===== src/design/gvw_pkg.sv =====
// Shared types and constants for the grid vertex welder.
// No dependencies.
package gvw_pkg;
  localparam int Capacity = 4096;
  localparam int IdxW = $clog2(Capacity);
  localparam int CntW = IdxW + 1;
  localparam logic KIND_WELD = 1'b0;
  localparam logic KIND_CLEAR = 1'b1;

  typedef enum logic [3:0] {
    ST_IDLE, ST_CLEAR, ST_DIVX, ST_DIVY, ST_HASH, ST_RD, ST_CMP, ST_OUT
  } state_t;

  typedef struct packed {
    logic        kind;
    logic [31:0] x_coord;
    logic [31:0] y_coord;
  } in_beat_t;

  typedef struct packed {
    logic [11:0] vertex_index;
    logic        is_new;
    logic [31:0] new_x;
    logic [31:0] new_y;
    logic        table_full;
    logic [12:0] unique_count;
  } out_beat_t;
endpackage


===== src/design/gvw_div.sv =====
// Serial floor divider: signed 32-bit dividend by unsigned 31-bit divisor.
// One quotient bit per cycle; depends on gvw_pkg.
module gvw_div (
  input  logic        clk,
  input  logic        rst,
  input  logic        start,
  input  logic [31:0] dividend,
  input  logic [30:0] divisor,
  output logic        done,
  output logic [31:0] quotient
);
  import gvw_pkg::*;
  logic [5:0]  cnt;
  logic        busy, neg;
  logic [31:0] mag, q;
  logic [31:0] rem;
  logic [30:0] d;
  logic [32:0] trial;

  assign trial = {rem, mag[31]} - {2'b00, d};

  always_ff @(posedge clk) begin
    if (rst) begin
      busy <= 1'b0;
      done <= 1'b0;
    end else begin
      done <= 1'b0;
      if (start) begin
        busy <= 1'b1;
        cnt  <= 6'd0;
        neg  <= dividend[31];
        mag  <= dividend[31] ? (32'd0 - dividend) : dividend;
        rem  <= 32'd0;
        q    <= 32'd0;
        d    <= (divisor == 31'd0) ? 31'd1 : divisor;
      end else if (busy) begin
        if (cnt == 6'd32) begin
          busy <= 1'b0;
          done <= 1'b1;
          if (neg)
            quotient <= (rem != 32'd0) ? (32'd0 - q - 32'd1) : (32'd0 - q);
          else
            quotient <= q;
        end else begin
          cnt <= cnt + 6'd1;
          mag <= {mag[30:0], 1'b0};
          if (!trial[32]) begin
            rem <= trial[31:0];
            q   <= {q[30:0], 1'b1};
          end else begin
            rem <= {rem[30:0], mag[31]};
            q   <= {q[30:0], 1'b0};
          end
        end
      end
    end
  end
endmodule


===== config.mk =====
export PLATFORM = sky130hd
export DESIGN_NAME = gvw_div
export DESIGN_NICKNAME = d
export VERILOG_FILES = /design/src/design/gvw_pkg.sv /design/src/design/gvw_div.sv
export SDC_FILE = /design/constraint.sdc
export NUM_CORES = 1
export LEC_CHECK = 0
export ABC_CLOCK_PERIOD_IN_PS = 10500
export BUFFER_PORTS_ARGS = -buffer_cell sky130_fd_sc_hd__clkbuf_2
export CAP_MARGIN = 20
export CORE_MARGIN = 3
export CORE_UTILIZATION = 60
export DETAILED_ROUTE_END_ITERATION = 7
export GPL_TIMING_DRIVEN = 0
export PLACE_DENSITY_LB_ADDON = 0.25
export SYNTH_ARGS = -nofsm -noshare
export SYNTH_HDL_FRONTEND = slang
export SYNTH_SLANG_ARGS = --single-unit

===== constraint.sdc =====
create_clock -name clk -period 10.5 [get_ports clk]
set_clock_uncertainty 0.15 [all_clocks]
set_input_delay 2.1 -clock clk [delete_from_list [all_inputs] [get_ports clk]]
set_output_delay 2.1 -clock clk [all_outputs]
set_load 0.01 [all_outputs]

; Word level (Yosys, flattened, before mapping)
; Index checks and enable logic that the tools add are counted.
[word_totals]
register_bits = 168
in_bits = 66
out_inout_bits = 33
elab_cells = 44
[classes]
eq_ne = 2
bitwise_logic = 3
n_mux = 18
n_addsub = 5
reduce_logical = 7
[ops]
columns = op, n
row1 = 32-bit 2-to-1 mux, 11
row2 = "1-bit by 32-bit subtractor with 32-bit output, first input constant", 2
row3 = 33-bit by 31-bit subtractor with 33-bit output, 1
row4 = 32-bit nonzero test, 1
row5 = "32-bit by 1-bit subtractor with 32-bit output, second input constant", 1
row6 = 31-bit zero test, 1
row7 = 6-bit 2-to-1 mux, 2
row8 = "6-bit by 1-bit adder with 6-bit output, second input constant", 1
row9 = "6-bit == test, second input constant", 1
row10 = 1-bit 2-to-1 mux, 5
row11 = 4-bit AND reduction, 1
row12 = 1-bit inverter, 3
row13 = 3-bit AND reduction, 1
row14 = 3-bit OR reduction, 1
row15 = "2-bit != test, second input constant", 1
row16 = 2-bit AND reduction, 1
row17 = 2-bit nonzero test, 1

; Depth between registers and ports, before layout
[depth]
depth_word = 4
ltp_mapped = 14
depth_no_buf = 12

; Least setup slack after synthesis
; OpenSTA, ideal clock, no wires.
[synth_timing]
path_kind = input to register
startpoint = input start
endpoint = register cnt[0], enable pin
required_ns = 9.786
n_path_buf = 2
cell_stages = 4
setup_slack_ns = 2.827
t_arrival_ns = 6.960
setup_time_ns = 0.564
cell_sequence = clkbuf_1 clkbuf_1 a21oi_1 nor2_1
[synth_between]
elab_chain_cells = 2
word_cells_on_any_way = 3
classes_between = eq/ne: 1 / reduce/logical: 2
[synth_lines]
columns = item, line
row1 = "start, declared", gvw_div.sv:6  ; input logic start,
row2 = 2-bit != test (no line) or 2-bit nonzero test (tied branches), n/a
row3 = 3-bit AND reduction (no line) *, n/a
row4 = "end signal, assigned", gvw_div.sv:45  ; cnt <= cnt + 6'd1;
row5 = "end, declared", gvw_div.sv:13  ; logic [5:0] cnt;
; Mark *: on every way between the ends. The rest lies on a longest branch, timed or not.
; A chain may end at the register's enable or synchronous reset.

; Worst setup path in the final report
[layout_timing]
startpoint = input dividend[4]
endpoint = register mag[30] (data pin)
[layout_between]
elab_chain_cells = 3
[layout_lines]
columns = item, line
row1 = "start, declared", gvw_div.sv:7  ; input logic [31:0] dividend,
row2 = 1-bit by 32-bit subtractor with 32-bit output, gvw_div.sv:32  ; mag <= dividend[31] ? (32'd0 - dividend) : dividend;
row3 = 32-bit 2-to-1 mux, gvw_div.sv:32
row4 = 32-bit 2-to-1 mux, gvw_div.sv:28  ; if (start) begin
row5 = "end signal, assigned", gvw_div.sv:32
row6 = "end signal, assigned", gvw_div.sv:46  ; mag <= {mag[30:0], 1'b0};
row7 = "end, declared", gvw_div.sv:15  ; logic [31:0] mag, q;
; No other way between the ends.

==> run_results.csv <==
group,metric,value,unit
clocking,clk_pin_slew,0.07,ns
placement,io_buffers,98,
global_route,grt_pass1_vias,8502,
critical_path,ff2ff_path_depth,13,
hold_path,min_path_type,"register to register",
logic_synthesis,synth_nets,1204,
power_and_ir_drop,power_leakage,0.00464,uW
timing,period_share,0.463,
logic_synthesis,synth_edf_count,166,
logic_synthesis,ys_async_sr_fraction,0,
logic_synthesis,synth.area.top_cells,"edfxtp_1, xnor2_1, ha_1",
final_layout,diodes,0,
critical_path,worstPathCellList,"clkbuf_2 > nor4_1 > nand3_1 > or3_1 > or4_1 > nand2b_1 > o41ai_1 > xor2_1 > a21oi_1",
drt,drt_pre_antenna_iters,7,
logic_synthesis,yosys_warnings,0,
die,fp-row-count,48,
drt,wl_per_cell,16.8,um
critical_path,path_max_fanout,5,
global_route,grt-ovfl-total,0,
timing,finalSetupTns,0,ns
logic_synthesis,yosys.area_share.simple,0.198,
timing,fmax,206,MHz
clocking,root_buffer,"clkbuf_16",
drt,routed_via_density,6.03,
clocking,cts_num_sinks,168,
timing,rsz0062_at_grt,"no",
timing,hold_viol,0,
critical_path,cp.arrival,4.87,ns
critical_path,startpoint,"dividend[4]",
timing,worst_pin_slew,0.954,ns
timing,relSlewSlack,0.363,
critical_path,cpPeakStageDelay,0.60,ns
hold_path,holdPathStages,1,
logic_synthesis,yosys.area_share.adder,0.0433,
power_and_ir_drop,cellPowerDensity,149,mW/mm^2
die,die-area,0.0198,mm^2
critical_path,r2r_start,"d[0]",
critical_path,critical_path.slowest_cell,"or4_1",
timing,setup_violations,0,
clocking,cts_buffers,17,
placement,gp_congestion,0.912,
clocking,clk_latency,0.43,ns
logic_synthesis,synth-seq-cells,168,
timing,finalMaxSlewViolations,0,
clocking,cts_tree,"done",
critical_path,rrSetupSlack,5.97,ns
timing,period_needed,4.86,ns
die,io_pins,99,
critical_path,endpoint_kind,"register",
critical_path,critPathLaunchType,"input pin",
logic_synthesis,synth_area_per_cell,9.87,um^2
die,start_util,0.620,
logic_synthesis,synth_mux_area_frac,0.0290,
logic_synthesis,yosysUniqueCellTypes,76,
logic_synthesis,synth_top_family_by_area,"simple AND/OR/NAND/NOR gates",
critical_path,cp.required,10.51,ns
global_route,grt_first_pass_wirelength,40200,um
timing,whs,0.373,ns
logic_synthesis,yosysTopAreaCellShare,0.459,
clocking,ctsResizeCount,0,
logic_synthesis,netlist.top_cell.by_area,"edfxtp_1",
logic_synthesis,syn-cell-area,0.0109,mm^2
hold_path,hold_path_startpoint,"busy",
drt,wl,24600,um
drt,drtAntennaViolNets,0,
die,die_x,141,um
logic_synthesis,synth_compound_area_frac,0.141,
logic_synthesis,yosysSeqAreaShare,0.463,
global_route,track_usage,0.248,
final_layout,drive_above_1_share,0.129,
die,die_h,141,um
drt,drtIter0Drc,738,
final_layout,syn_to_final_growth,13.2,%
clocking,ctsHoldBuffers,0,
job,max_cap_violations,0,
logic_synthesis,synth_flop_cell,"edfxtp_1",
drt,drc,0,
critical_path,critical_path_class,"input pin to register",
clocking,cts_setup_buffers,0,
drt,via_count,8814,
final_layout,seqCellArea,0.00502,mm^2
final_layout,multi_input_area,0.00536,mm^2
logic_synthesis,synthCells,1101,
placement,dpl.hpwl,17800,um
clocking,cts_max_level,4,
final_layout,nets,1327,
die,design.core.area,0.0175,mm^2
outcome,status,"finished clean",
final_layout,n_fill_cell,1349,
clocking,cts_buffer_depth,2,
logic_synthesis,synth_xor_area_frac,0.0806,
power_and_ir_drop,irDropWorstVdd,0.000131,V
global_route,antenna_found_initial,0,
global_route,grt_max_degree,36,
-- sequential cells by signal (all words and copies together), names as in the netlist --
register  cells
busy          1
cnt           6
d            31
done          1
mag          32
neg           1
q            32
quotient     32
rem          32
-- cells in the mapped netlist, drive strengths merged, types with 16 or more instances --
master / number
edfxtp: 166
xor2: 40
nor3: 26
ha: 36
a21oi: 86
inv: 50
nor2b: 37
nand2: 60
nor4: 29
xnor2: 60
clkbuf: 68
nor2: 115
o21ai: 37
a21o: 16
mux2i: 27
nand3: 36
or3: 18
-- metrics by stage --
| stage | instance area (um^2) | std cells | worst slack (ns) | util | power (uW) |
|---|---|---|---|---|---|
| global placement | 11600 | 1424 | 0.360 | 0.664 | 1220 |
| global route | 12300 | 1462 | 5.34 | 0.701 | 1910 |
| CTS | 12300 | 1462 | 5.63 | 0.701 | 1830 |
| finish | 12300 | 1462 | 5.64 | 0.701 | 1830 |
| floorplan | 10900 | 1101 | 2.83 | - | 1130 |
| detailed placement | 11700 | 1430 | 5.21 | 0.670 | 1230 |
-- worst paths after layout --
| kind | to |
|---|---|
| worst max-delay path | mag[30] |
| worst max register to register | rem[29] |
| worst min-delay path | done |
| worst min register to register | done |
-- cell usage in the layout, fill, tap and decap left out, drive strengths merged, types with 16 or more instances in the layout --
cell type    n
xnor2       60
inv         54
mux2i       27
a21o        16
nor2       115
nor4        29
nor2b       37
o21ai       37
clkbuf     184
a21oi       86
ha          36
nor3        26
or3         18
nand3       36
edfxtp     166
nand2       60
xor2        40
-- cells by family after synthesis --
family,count (synthesis)
AO/OA/AOI/OAI,231
XOR/XNOR,100
adder cells (fa/ha/maj),37
buffers and inverters,127
flip-flops,168
multiplexers,31
AND/OR/NAND/NOR,407
-- final cells by class --
class / instances / share of cell area
plain buffers: 77 / 0.0251
inverters: 50 / 0.0153
repair buffers: 104 / 0.0472
clock inverters: 14 / 0.0101
multi-input cells: 806 / 0.436
flip-flops and latches: 168 / 0.409
clock buffers: 18 / 0.0349
well taps: 225 / 0.0229
-- power breakdown --
| part | total, uW | internal [uW] | switching (uW) |
|---|---|---|---|
| clock network | 604 | 328 | 276 |
| logic | 398 | 168 | 230 |
| registers | 827 | 796 | 30.7 |
-- layer usage --
layer  up-vias  global-route usage  wire length, um
met5         -                   0                0
met4         0              0.0903              684
met3        65              0.0440             1450
met2       310               0.417            11900
met1      4151               0.324            10600
li1       4288                   -                -
-- worst max-delay path: cells and delay by family --
family | cells | cell delay (ns)
AOI/OAI and AO/OA | 2 | 0.44
and+or+nand+nor | 5 | 2.03
xor gates and xnor gates | 1 | 0.20
buffers and inverters | 1 | 0.11
(Power assumes the default switching activity.)
